## config.mk

```make
export PLATFORM = sky130hd
export DESIGN_NAME = mmac_cell
export DESIGN_NICKNAME = d
export VERILOG_FILES = /design/src/design/mmac_pkg.sv /design/src/design/mmac_ram.sv /design/src/design/mmac_cell.sv
export SDC_FILE = /design/constraint.sdc
export NUM_CORES = 1
export LEC_CHECK = 0
export BUFFER_PORTS_ARGS = -buffer_cell sky130_fd_sc_hd__buf_2
export CORE_ASPECT_RATIO = 1.4
export CORE_MARGIN = 2
export CORE_UTILIZATION = 50
export DETAILED_ROUTE_END_ITERATION = 10
export PLACE_DENSITY = 0.66
export SLEW_MARGIN = 30
export SYNTH_ARGS = -nofsm -noshare
export SYNTH_HDL_FRONTEND = slang
export SYNTH_HIERARCHICAL = 1
export SYNTH_SLANG_ARGS = --single-unit
```

## constraint.sdc

```tcl
create_clock -name clk_i -period 7.85 [get_ports clk_i]
set_input_delay 0 -clock clk_i [delete_from_list [all_inputs] [get_ports clk_i]]
set_output_delay 0 -clock clk_i [all_outputs]
set_load 0.005 [all_outputs]
```

## src/design/mmac_pkg.sv

```systemverilog
// Shared types, codes and saturation helpers for the matrix multiply-accumulate.
// No dependencies.
`timescale 1ns / 1ps
`default_nettype none
package mmac_pkg;

  localparam int AB_W  = 16;   // Q8.8 element width of A and B
  localparam int C_W   = 40;   // Q24.16 element width of C
  localparam int P_W   = 32;   // exact product width
  localparam int DIM_W = 5;    // dimension register width
  localparam int IDX_W = 4;    // row / column field width
  localparam int CFG_W = 2;    // configuration index width

  typedef enum logic [2:0] {
    MODE_WR_A = 3'd0,
    MODE_WR_B = 3'd1,
    MODE_WR_C = 3'd2,
    MODE_COMP = 3'd3,
    MODE_RD_C = 3'd4
  } mode_e;

  localparam logic [CFG_W-1:0] CFG_ROWS_A    = 2'd0;
  localparam logic [CFG_W-1:0] CFG_INNER_LEN = 2'd1;
  localparam logic [CFG_W-1:0] CFG_COLS_B    = 2'd2;

  localparam logic [DIM_W-1:0] DIM_RESET = 5'd16;

  function automatic logic signed [AB_W-1:0] sat16(input logic signed [C_W-1:0] v);
    logic signed [AB_W-1:0] r;
    if (v > C_W'(signed'(32767))) begin
      r = 16'sh7fff;
    end else if (v < -C_W'(signed'(32768))) begin
      r = 16'sh8000;
    end else begin
      r = v[AB_W-1:0];
    end
    return r;
  endfunction

  // Saturate a one-bit-grown sum back to the C width.
  function automatic logic signed [C_W-1:0] sat40(input logic signed [C_W:0] v);
    logic signed [C_W-1:0] r;
    if (v[C_W] != v[C_W-1]) begin
      r = v[C_W] ? {1'b1, {(C_W-1){1'b0}}} : {1'b0, {(C_W-1){1'b1}}};
    end else begin
      r = v[C_W-1:0];
    end
    return r;
  endfunction

endpackage
`default_nettype wire

```

## src/design/mmac_ram.sv

```systemverilog
// Generic simple dual-port RAM: one write port, one registered read port.
// No dependencies.
`timescale 1ns / 1ps
`default_nettype none
module mmac_ram #(
  parameter int WIDTH = 16,
  parameter int DEPTH = 16
) (
  input  wire logic                     clk_i,
  input  wire logic                     we_i,
  input  wire logic [$clog2(DEPTH)-1:0] waddr_i,
  input  wire logic [WIDTH-1:0]         wdata_i,
  input  wire logic [$clog2(DEPTH)-1:0] raddr_i,
  output logic      [WIDTH-1:0]         rdata_o
);

  logic [WIDTH-1:0] mem_q [DEPTH];

  always_ff @(posedge clk_i) begin
    if (we_i) begin
      mem_q[waddr_i] <= wdata_i;
    end
    rdata_o <= mem_q[raddr_i];
  end

endmodule
`default_nettype wire

```

## src/design/mmac_cell.sv

```systemverilog
// One MAC cell of the chain: holds column K of A and row K of B, adds one product.
// Depends on mmac_pkg and mmac_ram.
`timescale 1ns / 1ps
`default_nettype none
module mmac_cell import mmac_pkg::*; #(
  parameter int AW  = 4,
  parameter int CW  = 5,
  parameter int K   = 0
) (
  input  wire logic                    clk_i,
  input  wire logic                    rst_ni,
  input  wire logic                    wr_a_i,
  input  wire logic                    wr_b_i,
  input  wire logic [AW-1:0]           wr_addr_i,
  input  wire logic signed [AB_W-1:0]  wr_data_i,
  input  wire logic [CW-1:0]           nk_i,
  input  wire logic                    in_valid_i,
  input  wire logic [AW-1:0]           in_i_i,
  input  wire logic [AW-1:0]           in_j_i,
  input  wire logic signed [C_W-1:0]   in_acc_i,
  output logic                         out_valid_o,
  output logic [AW-1:0]                out_i_o,
  output logic [AW-1:0]                out_j_o,
  output logic signed [C_W-1:0]        out_acc_o
);

  localparam int BANK_DEPTH = 1 << AW;

  logic [AB_W-1:0]        a_rdata, b_rdata;
  logic                   s1_valid_q, s2_valid_q, s2_use_q;
  logic [AW-1:0]          s1_i_q, s1_j_q, s2_i_q, s2_j_q;
  logic signed [C_W-1:0]  s1_acc_q, s2_acc_q;
  logic signed [P_W-1:0]  s2_prod_q, s2_prod_d;
  logic signed [C_W:0]    sum;

  mmac_ram #(.WIDTH(AB_W), .DEPTH(BANK_DEPTH)) u_a_bank (
    .clk_i, .we_i(wr_a_i), .waddr_i(wr_addr_i), .wdata_i(wr_data_i),
    .raddr_i(in_i_i), .rdata_o(a_rdata)
  );

  mmac_ram #(.WIDTH(AB_W), .DEPTH(BANK_DEPTH)) u_b_bank (
    .clk_i, .we_i(wr_b_i), .waddr_i(wr_addr_i), .wdata_i(wr_data_i),
    .raddr_i(in_j_i), .rdata_o(b_rdata)
  );

  assign s2_prod_d = $signed(a_rdata) * $signed(b_rdata);
  assign sum = {s2_acc_q[C_W-1], s2_acc_q}
             + (s2_use_q ? {{(C_W+1-P_W){s2_prod_q[P_W-1]}}, s2_prod_q} : '0);

  always_ff @(posedge clk_i or negedge rst_ni) begin
    if (!rst_ni) begin
      s1_valid_q  <= 1'b0;
      s2_valid_q  <= 1'b0;
      out_valid_o <= 1'b0;
    end else begin
      s1_valid_q  <= in_valid_i;
      s2_valid_q  <= s1_valid_q;
      out_valid_o <= s2_valid_q;
    end
  end

  always_ff @(posedge clk_i) begin
    s1_i_q    <= in_i_i;
    s1_j_q    <= in_j_i;
    s1_acc_q  <= in_acc_i;
    s2_i_q    <= s1_i_q;
    s2_j_q    <= s1_j_q;
    s2_acc_q  <= s1_acc_q;
    s2_prod_q <= s2_prod_d;
    s2_use_q  <= (K < 32'(nk_i));   // cells past inner_len pass through
    out_i_o   <= s2_i_q;
    out_j_o   <= s2_j_q;
    out_acc_o <= sat40(sum);
  end

endmodule
`default_nettype wire

```

==> results.ini <==
[grt]
antenna_found_initial=2
grt_pass1_wl_um=119000
grt_util_all_layers_pct=20.67
grt_overflow=0
grt_pass1_vias=21847
grt_max_degree=66

[final_layout]
n_fill_cell=5618
nets=3234
seqCellArea_mm2=0.01963
layout-drive-gt1-share_pct=15.37
areaGrowthSynthToFinish_pct=14.64
multiInputGateArea_mm2=0.01502

[outcome]
failed_checks=hold timing
status=finished, violations left

[timing]
worst_pin_slew_ns=0.9263
slew_viol_final=0
fin_skew_ns=0.02207
fin_hold_ws_ns=-0.006591
relSlewSlack_pct=36.65
setup_tns_ns=0
hold_viol=6
setup_viol=0
rsz0062_at_grt=false
clock.fmax_mhz=150.4
period_minus_slack_ns=6.647
min_period_over_period_pct=84.68

[drt]
vias_per_cell=5.336
wl_per_cell_um=19.83
num_vias=20142
drtAntennaViolNets=0
drtIter0Drc=1310
drt-pass1-iter-count=5
drc_errors=0
routed_wl_um=74860

[cts]
insertion_delay_ns=0.63
path_clk_slew_ns=0.06
cts.sinks=724
cts_buffer_depth=3
cts-buffers-inserted=71
clockRootBuffer=clkbuf_16
cts_tree=done
ctsHtreeMaxLevel=3

[worst_hold_path]
min-delay-start=wr_b_i
min_path_type=in -> reg

[floorplanning]
initial_core_util_pct=50.55
fp.coreArea_mm2=0.07170
die_area_mm2=0.07469
die_w_um=231.6
dieHeight_um=322.6
io_pins=127
rows=116

[synth]
syn_area_per_cell_um2=14.40
synth_area_mm2=0.03625
synth.distinct_cells=69
synth_top_flop_cell=edfxtp_1
syn-instance-count=2517
synthXorXnorAreaFrac_pct=1.761
syn-num-nets=2980
yosysSeqAreaShare_pct=54.17
async_reset_ff_share_pct=0.4144
ys_seq_elements=724
synth-edff-count=512
synth_compound_gate_area_share_pct=5.485
synth_top_family_by_area=adder cells
synthMuxAreaShare_pct=8.267
ys_warn_count=6
synth_adder_area_share_pct=18.90
synth-simple-area-share_pct=6.825

[worst_setup_path]
crit_required_ns=8.35
crit_family=adder cells
worst-path-buf-inv=5
reg2reg_from=u_a_bank/rdata_o[6]$_DFF_P_
startpoint_type=register
end_kind=register
cp_slowest_cell=o41ai_1
crit_path_cell_trace=nand2_1, fa_1, inv_1, fa_1, inv_1, fa_1, inv_1, fa_1, fa_1, inv_1, fa_1, inv_1, ha_1, a21o_1, a2111oi_0, a21oi_1, o41ai_1, o311ai_0, xnor2_1
crit_type=reg -> reg
crit_fanout=16
max_stage_delay_ns=0.74
startpoint=u_a_bank/rdata_o[6]$_DFF_P_
path_common_cell=fa_1
cp_data_arrival_time_ns=7.15

[placement]
gp_congestion=0.9483
port_buffers=126
hpwl_um=50910

[job]
drv_cap=0

==> cells in the final DEF (no fill, tap or decap), drive strengths merged, types with 93 or more instances in the layout <==
master       count
ha             122
fa             263
inv            325
buf            167
dlygate4sd3    105
and2           152
edfxtp         512
nand2          196
clkbuf          93
dfxtp          209
mux4           128
==> per-stage QoR <==
step                worst slack [ns]  util, %  instances  area, um2
floorplan                      1.869        -       2517      36250
global placement               1.237    52.94       3534      37950
detailed placement             1.219    52.96       3535      37970
CTS                            1.232    57.90       3772      41510
global route                  0.7531    57.95       3775      41550
finish                         1.203    57.95       3775      41550
==> synthesized netlist by cell type (all sizes together), types with 33 or more instances <==
master	n	share of area [%]
edfxtp	512	42
nor2	72	0.75
fa	263	15
a22oi	64	1.3
a21oi	89	1.5
o21ai	37	0.51
buf	33	0.69
mux4	128	8.2
clkbuf	58	0.60
ha	122	4.2
and2	152	2.6
nand2	196	2.0
dfxtp	209	12
xnor2	46	1.1
inv	319	3.3
==> worst min-delay path, stage by stage <==
cell	delay, ns
buf_2	0.13
nand3b_1	0.19
nor3_4	0.11
==> repair_timing <==
action,in CTS,in global routing
setup buffers,0,0
endpoints found under the hold margin,566,0
setup endpoints to repair,0,0
hold buffers,105,0
resized for setup,0,0
==> flip-flops by register name, summed over array words and instances (netlist names), 16 cells and up <==
signal            flops
u_b_bank/mem_q      256
s2_prod_q            32
out_acc_o            40
u_a_bank/rdata_o     16
s2_acc_q             40
s1_acc_q             40
u_a_bank/mem_q      256
u_b_bank/rdata_o     16
==> cell families after synthesis <==
family          Yosys count
compound gates          286
xor+xnor                 72
fa+ha+maj               391
buf+inv                 410
flops                   724
mux                     131
simple gates            503
==> layout make-up <==
class                   instances  share of cell area [%]
inverters                     319                   2.882
well taps                     944                   2.843
clock buffers                  93                   4.797
clock inverters                39                   1.195
multi-input cells            1383                   36.15
repair buffers                272                   4.875
diodes                          1                0.006022
flip-flops and latches        724                   47.25
==> per-layer routing <==
| layer | track usage, % | up-vias | wire length, um |
|---|---|---|---|
| li1 | - | 9300 | - |
| met1 | 24.92 | 10205 | 30050 |
| met2 | 38.17 | 517 | 39590 |
| met3 | 2.705 | 118 | 3347 |
| met4 | 6.709 | 2 | 1858 |
| met5 | 0 | - | 11 |
==> worst paths after layout <==
kind,end,slack (ns),depth (start not counted)
hold reg to reg,s2_acc_q[3]$_DFF_P_,0.32,0
hold / removal,u_b_bank/mem_q[4][8]$_DFFE_PP_,-0.007,3
setup / recovery,s2_prod_q[31]$_DFF_P_,1.20,19
min in group asynchronous,s2_valid_q$_DFF_PN0_,0.24,3
max in group asynchronous,s1_valid_q$_DFF_PN0_,7.47,3
setup reg to reg,s2_prod_q[31]$_DFF_P_,1.20,19
Power is not shown: default switching activity piles up to over one toggle a cycle in this logic, so the estimate is an artifact.
