### config.mk
export PLATFORM = sky130hd
export DESIGN_NAME = mmac_ram
export DESIGN_NICKNAME = d
export VERILOG_FILES = /design/src/design/mmac_ram.sv
export SDC_FILE = /design/constraint.sdc
export NUM_CORES = 1
export LEC_CHECK = 0
export BUFFER_PORTS_ARGS = -buffer_cell sky130_fd_sc_hd__buf_2
export CAP_MARGIN = 15
export CORE_AREA = 5 5 189 191
export CTS_CLUSTER_DIAMETER = 80
export CTS_CLUSTER_SIZE = 30
export DETAILED_ROUTE_END_ITERATION = 6
export DIE_AREA = 0 0 194 196
export SYNTH_ARGS = -nofsm -noshare
export SYNTH_HDL_FRONTEND = slang
export SYNTH_SLANG_ARGS = --single-unit
### constraint.sdc
create_clock -name clk_i -period 3.85 [get_ports clk_i]
set_input_delay 0 -clock clk_i [delete_from_list [all_inputs] [get_ports clk_i]]
set_output_delay 0 -clock clk_i [all_outputs]
set_load 0.05 [all_outputs]
### src/design/mmac_ram.sv
// Generic simple dual-port RAM: one write port, one registered read port.
// No dependencies.
`timescale 1ns / 1ps
`default_nettype none
module mmac_ram #(
  parameter int WIDTH = 16,
  parameter int DEPTH = 16
) (
  input  wire logic                     clk_i,
  input  wire logic                     we_i,
  input  wire logic [$clog2(DEPTH)-1:0] waddr_i,
  input  wire logic [WIDTH-1:0]         wdata_i,
  input  wire logic [$clog2(DEPTH)-1:0] raddr_i,
  output logic      [WIDTH-1:0]         rdata_o
);

  logic [WIDTH-1:0] mem_q [DEPTH];

  always_ff @(posedge clk_i) begin
    if (we_i) begin
      mem_q[waddr_i] <= wdata_i;
    end
    rdata_o <= mem_q[raddr_i];
  end

endmodule
`default_nettype wire

==> flow_summary.yaml, run 1 <==
run_status:
  status: "finished, final reports clean"
final_layout:
  area_delta_synth_final_pct: 15.6
  fin_nets: 534
  drive_above_1_share_pct: 30.4
  antenna_cells: 0
synth:
  yosysSeqAreaShare_pct: 79.7
  syn-instance-count: 432
  synth-main-ff-cell: "edfxtp_1"
  synth_area_sq_um: 10000
  synth_area_leader_cell: "edfxtp_1"
  avgSynthCellArea_sq_um: 23.2
  synth_cell_types: 19
  async_flop_share_pct: 0
  synthTopCellsByCount: "edfxtp_1, mux4_2, a22oi_1"
  synthesis.nets: 458
  synth.top_cell.area_share_pct: 76.5
  yosysMostFrequentCell: "edfxtp_1"
  synth_area_leaders: "edfxtp_1, mux4_2, dfxtp_1"
  ys_ff_latch: 272
  synth_edf_count: 256
  yosysWarnings: 0
sta:
  post-route-period-util_pct: 38.2
  slew_headroom_pct: 22.7
  max_slew.worst_pin.slew_ps: 1160
  fin_crit_ps: 1470
  finalClockSkew_ps: 17.7
  rsz0062_at_grt: "no"
  finalHoldViolations: 0
  setup_viol: 0
  setup_tns_ps: 0
  fmax_mhz: 680
  slew_violations: 0
critical_path:
  slowest_delay_ps: 610
  critPathMaxFanout: 41
  end_kind: "flop"
  crit_path_start: "raddr_i[0]"
  rrSetupSlack_ps: 2450
  cp.depth: 5
  crit_family: "buffers and inverters"
  ff2ff_path_depth: 3
  r2r-start: "mem_q[10][10]"
  cp-start-kind: "primary input"
  cp-endpoint: "rdata_o[3]"
  critical_path_buf_inv_count: 2
  path_class: "in2reg"
  path_cells: "buf_4 -> buf_12 -> mux4_1 -> a22oi_1 -> nand2_1"
  reg2reg_to: "rdata_o[10]"
  worstPathArrival_ps: 1850
  worst_path_max_delay_cell: "buf_4"
  cp.required_ps: 4230
global_route:
  grt_use_total_pct: 10.8
  grt_pass1_wl_microns: 31000
  grt_pass1_vias: 4791
  grt_antenna_before_repair: 0
  overflow: 0
  grt_max_degree: 42
power:
  power_density_nw_per_um2: 468
  p_leak_nw: 3.67
  ir_worst_vdd_mv: 0.218
  power_w: 0.00543
clock_tree:
  clock-sinks: 272
  clk_latency_ps: 480
  cts_buffer_depth: 3
  cts_tree: "done"
  cts_resized: 0
  cts_root_buf: "clkbuf_16"
  ctsHtreeMaxLevel: 1
  path_clk_slew_ps: 110
  cts_made_buffers: 14
drt:
  remaining_drc_errors: 0
  ant_nets: 0
  firstDrtPassIters: 5
  drt_iter0_drc: 410
  via_count: 4570
  wirelength_microns: 20800
  wl_per_cell_microns: 21.4
  viasPerCell: 4.71
flow_run:
  drv_cap: 0
floorplan:
  rows: 68
  ios: 42
  initial_core_util_pct: 29.6
  die_x_microns: 194
  fp.dieH_microns: 196
  coreArea_sq_um: 33900
  fp.dieArea_sq_um: 38000
hold_path:
  hold_class: "in2reg"
  whs_path_depth: 3
placement:
  hpwlAfterDp_microns: 12100
  port_buffers: 41
  gp_congestion: 0.715
## worst min path at each step
stage | startpoint | to | slack (ps)
after floorplan | wdata_i[0] | mem_q[0][0] | 100
after global placement | wdata_i[8] | mem_q[5][8] | 350
after detailed placement | wdata_i[12] | mem_q[12][12] | 380
after CTS | waddr_i[2] | mem_q[2][5] | 130
after global routing | waddr_i[2] | mem_q[2][5] | 150
final | waddr_i[2] | mem_q[3][5] | 150
## metrics by stage
| stage | util (%) | std cells | cell area [sq um] | hold slack, ps | worst slack, ps |
|---|---|---|---|---|---|
| global placement | 32.2 | 930 | 10900 | 352 | 1850 |
| CTS | 34.2 | 971 | 11600 | 127 | 2340 |
| finish | 34.2 | 971 | 11600 | 148 | 2380 |
| global route | 34.2 | 971 | 11600 | 149 | 2180 |
| detailed placement | 32.3 | 931 | 11000 | 377 | 1820 |
| floorplan | - | 432 | 10000 | 98.9 | 1790 |
## timing repair
action,4_1_cts,5_1_grt
endpoints found under the hold margin,256,0
buffers inserted,0,0
hold buffers,16,0
## power breakdown
group	internal, W	total [W]	leakage, nW	switching (W)
logic	0.000133	0.000366	0.992	0.000233
clock network	0.000821	0.00174	0.230	0.000922
registers	0.00330	0.00332	2.45	0.0000189
total	0.00426	0.00543	3.67	0.00117
## kinds of logic (layout without fill, tap and decap cells)
family                 Yosys count  in the layout  share of synthesized area, %
DFF                            272            272                          79.7
muxes                           64             64                          14.7
and+or+nand+nor                 43             43                          1.92
AOI/OAI and AO/OA               32             32                          2.39
buffers and inverters           21            105                          1.23
## sequential cells by signal (all words and copies together), names as in the netlist
name,cells
mem_q,256
rdata_o,16
## worst register-to-register path: stages (launching register included)
cell,delay (ps)
edfxtp_1,380
mux4_2,470
a22oi_1,250
nand2_1,150
## placed cells by master (no fill, tap or decap), types with 2 or more instances in the layout
cell type / n
nor3_2: 4
nor2b_1: 2
mux4_2: 54
nand3b_1: 2
dlygate4sd3_1: 16
nand2b_1: 2
edfxtp_1: 256
nor2_2: 12
mux4_1: 10
a22oi_1: 32
clkbuf_16: 15
dfxtp_1: 16
buf_2: 40
clkbuf_1: 3
inv_6: 2
nand2_1: 17
buf_4: 23
## layer usage
layer | GRT usage (%) | vias to the layer above | share of wire (%)
met2 | 16.9 | 145 | 47
met5 | 0 | - | 0
li1 | - | 1973 | -
met3 | 1.80 | 20 | 5.4
met1 | 16.1 | 2432 | 46
met4 | 1.93 | 0 | 1.6
## area by class of cell
cell class | instances | area, sq um
multi-input cells | 139 | 1960
fillers | 3148 | 22300
flip-flops and latches | 272 | 8010
repair buffers | 81 | 581
well taps | 455 | 569
clock inverters | 6 | 101
clock buffers | 18 | 387
Power figures use the tool's default switching activity.
==> run 2, diff against run 1 <==
==> constraint.sdc (replaced) <==
create_clock -name clk_i -period 1.2 [get_ports clk_i]
set_input_delay 0 -clock clk_i [delete_from_list [all_inputs] [get_ports clk_i]]
set_output_delay 0 -clock clk_i [all_outputs]
set_load 0.05 [all_outputs]
==> run 2 against run 1 <==
Critical endpoint is now rdata_o[10]. Sequential power grew to 3.2 times the previous value. Critical path type is now reg2reg. Global-route usage is 0.21 points higher. Die area stayed put. Register-to-register slack worse by 2500 ps. Non-clock buffer count is 20 higher. Power grew to 3.2 times the previous value. Flip-flop and latch count stayed put. The flow now finishes with violations (setup timing). Sequential share of layout area is 3.1 points lower. First-iteration DRC count is 35% lower. Clock skew is 6.5 ps lower. Clock-buffer cell count is 3 lower. Hold slack worse by 67 ps.
==> flow_summary.yaml, run 2 (synthesized netlist as in run 1, its figures left out) <==
clock_tree:
  clk_latency_ps: 490
  cts_made_buffers: 14
  cts_tree: "done"
  ctsHtreeMaxLevel: 1
  path_clk_slew_ps: 100
  cts_root_buf: "clkbuf_16"
  cts_buffer_depth: 3
  clock-sinks: 272
  post-cts-setup-buffers: 0
global_route:
  grt_use_total_pct: 11.0
  grt_pass1_vias: 4949
  overflow: 0
  grt_antenna_before_repair: 0
  grt_pass1_wl_microns: 31600
  grt_max_degree: 31
power:
  clkPwrFrac_pct: 31.4
  seq_power_share_pct: 60.8
  pwr-share-comb_pct: 7.8
  ir_worst_vdd_mv: 0.771
  swShare_pct: 21.5
  p_switching_w: 0.00378
  p_leak_nw: 3.82
  power_density_nw_per_um2: 1440
  power_w: 0.0175
  internal_power_w: 0.0138
final_layout:
  multi_input_area_sq_um: 2070
  utilization_pct: 35.8
  largest_register_ffs: 256
  top_register: "mem_q"
  antenna_cells: 0
  seq_area_sq_um: 8010
  fillers: 3069
  layout_commonest_cell: "edfxtp_1"
  area_delta_synth_final_pct: 20.9
  fin_nets: 554
  drive_above_1_share_pct: 39.8
  reg_top3: "mem_q: 256 flops, rdata_o: 16 flops"
  layout_common_cells: "edfxtp_1, mux4_2, buf_2"
placement:
  gp_congestion: 0.701
  place_ws_ps: -265
  port_buffers: 41
  hpwlAfterDp_microns: 12300
flow_run:
  drv_cap: 0
run_status:
  failed_checks: "setup timing"
  status: "finished, violations left"
drt:
  ant_nets: 0
  viasPerCell: 4.55
  remaining_drc_errors: 0
  firstDrtPassIters: 4
  wl_per_cell_microns: 21.1
  wirelength_microns: 20900
  drt_iter0_drc: 267
  via_count: 4502
critical_path:
  r2r-start: "mem_q[8][10]"
  cp.required_ps: 1570
  reg2reg_to: "rdata_o[10]"
  worstPathArrival_ps: 1630
  cp-endpoint: "rdata_o[10]"
  end_kind: "flop"
  crit_path_start: "mem_q[8][10]"
  cp-start-kind: "flop"
  rrSetupSlack_ps: -60
  path_class: "reg2reg"
  ff2ff_path_depth: 3
  critPathMaxFanout: 1
sta:
  fin_ws_ps: -61.2
  finalHoldViolations: 0
  whs_ps: 80.2
  post-route-period-util_pct: 105
  slew_headroom_pct: 29.0
  fmax_mhz: 793
  setup_viol: 11
  finalClockSkew_ps: 11.2
  max_slew.worst_pin.slew_ps: 1060
  rsz0062_at_grt: "yes"
  slew_violations: 0
  fin_crit_ps: 1260
floorplan:
  fp.dieH_microns: 196
  die_x_microns: 194
  initial_core_util_pct: 29.6
  ios: 42
  rows: 68
  fp.dieArea_sq_um: 38000
  coreArea_sq_um: 33900
hold_path:
  hold_class: "in2reg"
run 2: cell types whose count changed in the layout (fill, tap and decap cells not counted), moves of 2 or more:
cell / change
a22oi_1: -25
a22oi_2: +25
buf_12: +25
buf_4: -4
clkbuf_1: -3
inv_8: +2
mux4_1: -10
mux4_2: +10
nor3_2: -3
nor3_4: +3
run 2: how the worst min path moves through the flow:
stage	start	endpoint	slack (ps)	depth (start not counted)
3_3_place_gp	wdata_i[11]	mem_q[9][11]	360	1
5_1_grt	waddr_i[1]	mem_q[4][9]	80	3
4_1_cts	waddr_i[1]	mem_q[4][7]	70	3
6_report	waddr_i[1]	mem_q[4][10]	80	3
2_1_floorplan	wdata_i[0]	mem_q[0][0]	100	0
3_5_place_dp	wdata_i[4]	mem_q[12][4]	370	1
run 2: critical path, stage by stage (launching register included):
cell	delay, ps
edfxtp_1	380
mux4_2	470
a22oi_2	190
nand2_1	90
run 2: layer usage:
layer  vias up  wire length [microns]  global-route usage (%)
met1      2360                   8660                    14.4
met3        14                   1040                    2.08
li1       2009                      -                       -
met5         -                      0                       0
met2       119                  10900                    19.6
met4         0                    232                    1.59
run 2: final cells by class:
class	count	area share, %
tap	455	4.69
clock inverter	8	0.803
timing repair buffer	101	8.45
multi-input combinational	139	17.0
clock buffer	15	3.09
sequential	272	65.9
run 2: repair_timing:
item | in CTS | in global routing
hold buffers | 16 | 0
pin swaps | 28 | 2
resized for setup | 25 | 11
setup endpoints to repair | 16 | 17
endpoints found under the hold margin | 256 | 0
run 2: through the flow:
| step | cells | cell area, sq um | setup TNS, ps |
|---|---|---|---|
| detailed placement | 951 | 11400 | -5960 |
| global route | 990 | 12100 | -1250 |
| finish | 990 | 12100 | -292 |
| CTS | 990 | 12100 | -461 |
| floorplan | 432 | 10100 | -17650 |
| global placement | 951 | 11400 | -5600 |
run 2: power by group through the flow:
stage	clock network (W)	logic (W)	registers [W]
5_1_grt	0.00605	0.00147	0.0107
3_5_place_dp	0	0.00129	0.0109
6_report	0.00551	0.00137	0.0107
2_1_floorplan	0	0.000529	0.0111
3_3_place_gp	0	0.00126	0.0109
4_1_cts	0.00569	0.00138	0.0107
==> run 3, diff against run 2 <==
==> constraint.sdc (replaced) <==
create_clock -name clk_i -period 1.2 [get_ports clk_i]
set_input_delay 0.3 -clock clk_i [delete_from_list [all_inputs] [get_ports clk_i]]
set_output_delay 0.3 -clock clk_i [all_outputs]
set_load 0.05 [all_outputs]
==> run 3 against run 2 <==
The run still ends with setup timing left. Maximum frequency shrank 4.5%. Largest cell class unchanged. Critical path type is now reg2out. Register-to-register slack is essentially flat. Clock-buffer cell count grew 2. Via count grew 1.4%. Clock power shrank 11%. Core utilization grew 0.31 points.
==> flow_summary.yaml, run 3 (synthesized netlist as in run 1, its figures left out) <==
run_status:
  status: "finished, violations left"
  failed_checks: "setup timing"
placement:
  port_buffers: 41
  gp_congestion: 0.691
  hpwlAfterDp_microns: 12600
  place_inst: 950
sta:
  finalClockSkew_ps: 23.0
  fmax_mhz: 758
  setup_viol: 24
  whs_ps: 158
  slew_headroom_pct: 81.9
  post-route-period-util_pct: 110
  setup_tns_ps: -1460
  finalHoldViolations: 0
  fin_ws_ps: -120
  fin_crit_ps: 1320
  max_slew.worst_pin.slew_ps: 271
  rsz0062_at_grt: "yes"
  slew_violations: 0
critical_path:
  cp.required_ps: 900
  crit_family: "flip-flops"
  cp.depth: 1
  slowest_delay_ps: 380
  end_kind: "output pin"
  ff2ff_path_depth: 3
  critPathMaxFanout: 1
  critical_path_buf_inv_count: 1
  cp-start-kind: "flop"
  path_class: "reg2out"
  worst_path_max_delay_cell: "dfxtp_4"
  path_cells: "buf_8"
  worstPathArrival_ps: 1020
floorplan:
  coreArea_sq_um: 33900
  fp.dieH_microns: 196
  fp.dieArea_sq_um: 38000
  initial_core_util_pct: 29.6
  die_x_microns: 194
  ios: 42
  rows: 68
clock_tree:
  cts_root_buf: "clkbuf_16"
  path_clk_slew_ps: 110
  ctsHtreeMaxLevel: 1
  post-cts-setup-buffers: 0
  clock-sinks: 272
  cts_tree: "done"
  cts_buffer_depth: 3
  cts_made_buffers: 13
  clk_latency_ps: 490
power:
  power_w: 0.0171
  power_density_nw_per_um2: 1390
  p_leak_nw: 3.80
  ir_worst_vdd_mv: 0.748
global_route:
  grt_use_total_pct: 10.9
  grt_antenna_before_repair: 1
  grt_max_degree: 32
  overflow: 0
  grt_pass1_wl_microns: 31600
  grt_pass1_vias: 4883
final_layout:
  utilization_pct: 36.1
  layout_commonest_cell: "edfxtp_1"
  final_cells: 972
  top_register: "mem_q"
  layout_common_cells: "edfxtp_1, mux4_2, buf_12"
  drive_above_1_share_pct: 44.2
  area_delta_synth_final_pct: 22.0
  largest_register_ffs: 256
  reg_top3: "mem_q: 256 flops, rdata_o: 16 flops"
  fin_nets: 536
flow_run:
  drv_cap: 0
hold_path:
  whs_path_depth: 1
  hold_class: "in2reg"
drt:
  ant_nets: 0
  firstDrtPassIters: 6
  wl_per_cell_microns: 21.6
  wirelength_microns: 21000
  remaining_drc_errors: 0
  via_count: 4564
  drt_iter0_drc: 337
  viasPerCell: 4.70
run 3: layout make-up:
type                       count  area, sq um
fill                        3056        21700
sequential                   272         8040
multi-input combinational    139         2170
timing repair buffer          84         1080
tap                          455          569
clock buffer                  17          340
clock inverter                 4         48.8
antenna                        1         2.50
run 3: repair_timing:
item                       in CTS  in global routing
setup endpoints to repair      32                 32
pin swaps                       7                  1
hold buffers                    0                  0
resized for setup              87                 10
run 3: power by group:
group / leakage, nW / switching, W / internal (W)
clock: 0.189 / 0.00278 / 0.00210
combinational: 1.16 / 0.000821 / 0.000668
sequential: 2.45 / 0.0000917 / 0.0106
run 3: final timing paths:
kind                                   start      endpoint  slack [ps]
worst max-delay path              rdata_o[9]    rdata_o[9]        -120
worst min-delay path             wdata_i[13]  mem_q[3][13]         160
worst max register to register  mem_q[11][8]    rdata_o[8]         -50
worst min register to register   mem_q[6][0]    rdata_o[0]         670
run 3: metal layers:
metal | routed length, microns | track usage [%] | up-vias
met5 | 0 | 0 | -
met4 | 219 | 1.33 | 0
met3 | 1420 | 2.18 | 18
met2 | 10800 | 19.2 | 141
met1 | 8580 | 14.6 | 2435
li1 | - | - | 1970
run 3: stage by stage:
stage | area (sq um) | setup WS, ps
after global placement | 11500 | -492
final | 12300 | -120
after CTS | 12200 | -150
after detailed placement | 11500 | -503
after floorplan | 10200 | -430
after global routing | 12200 | -160
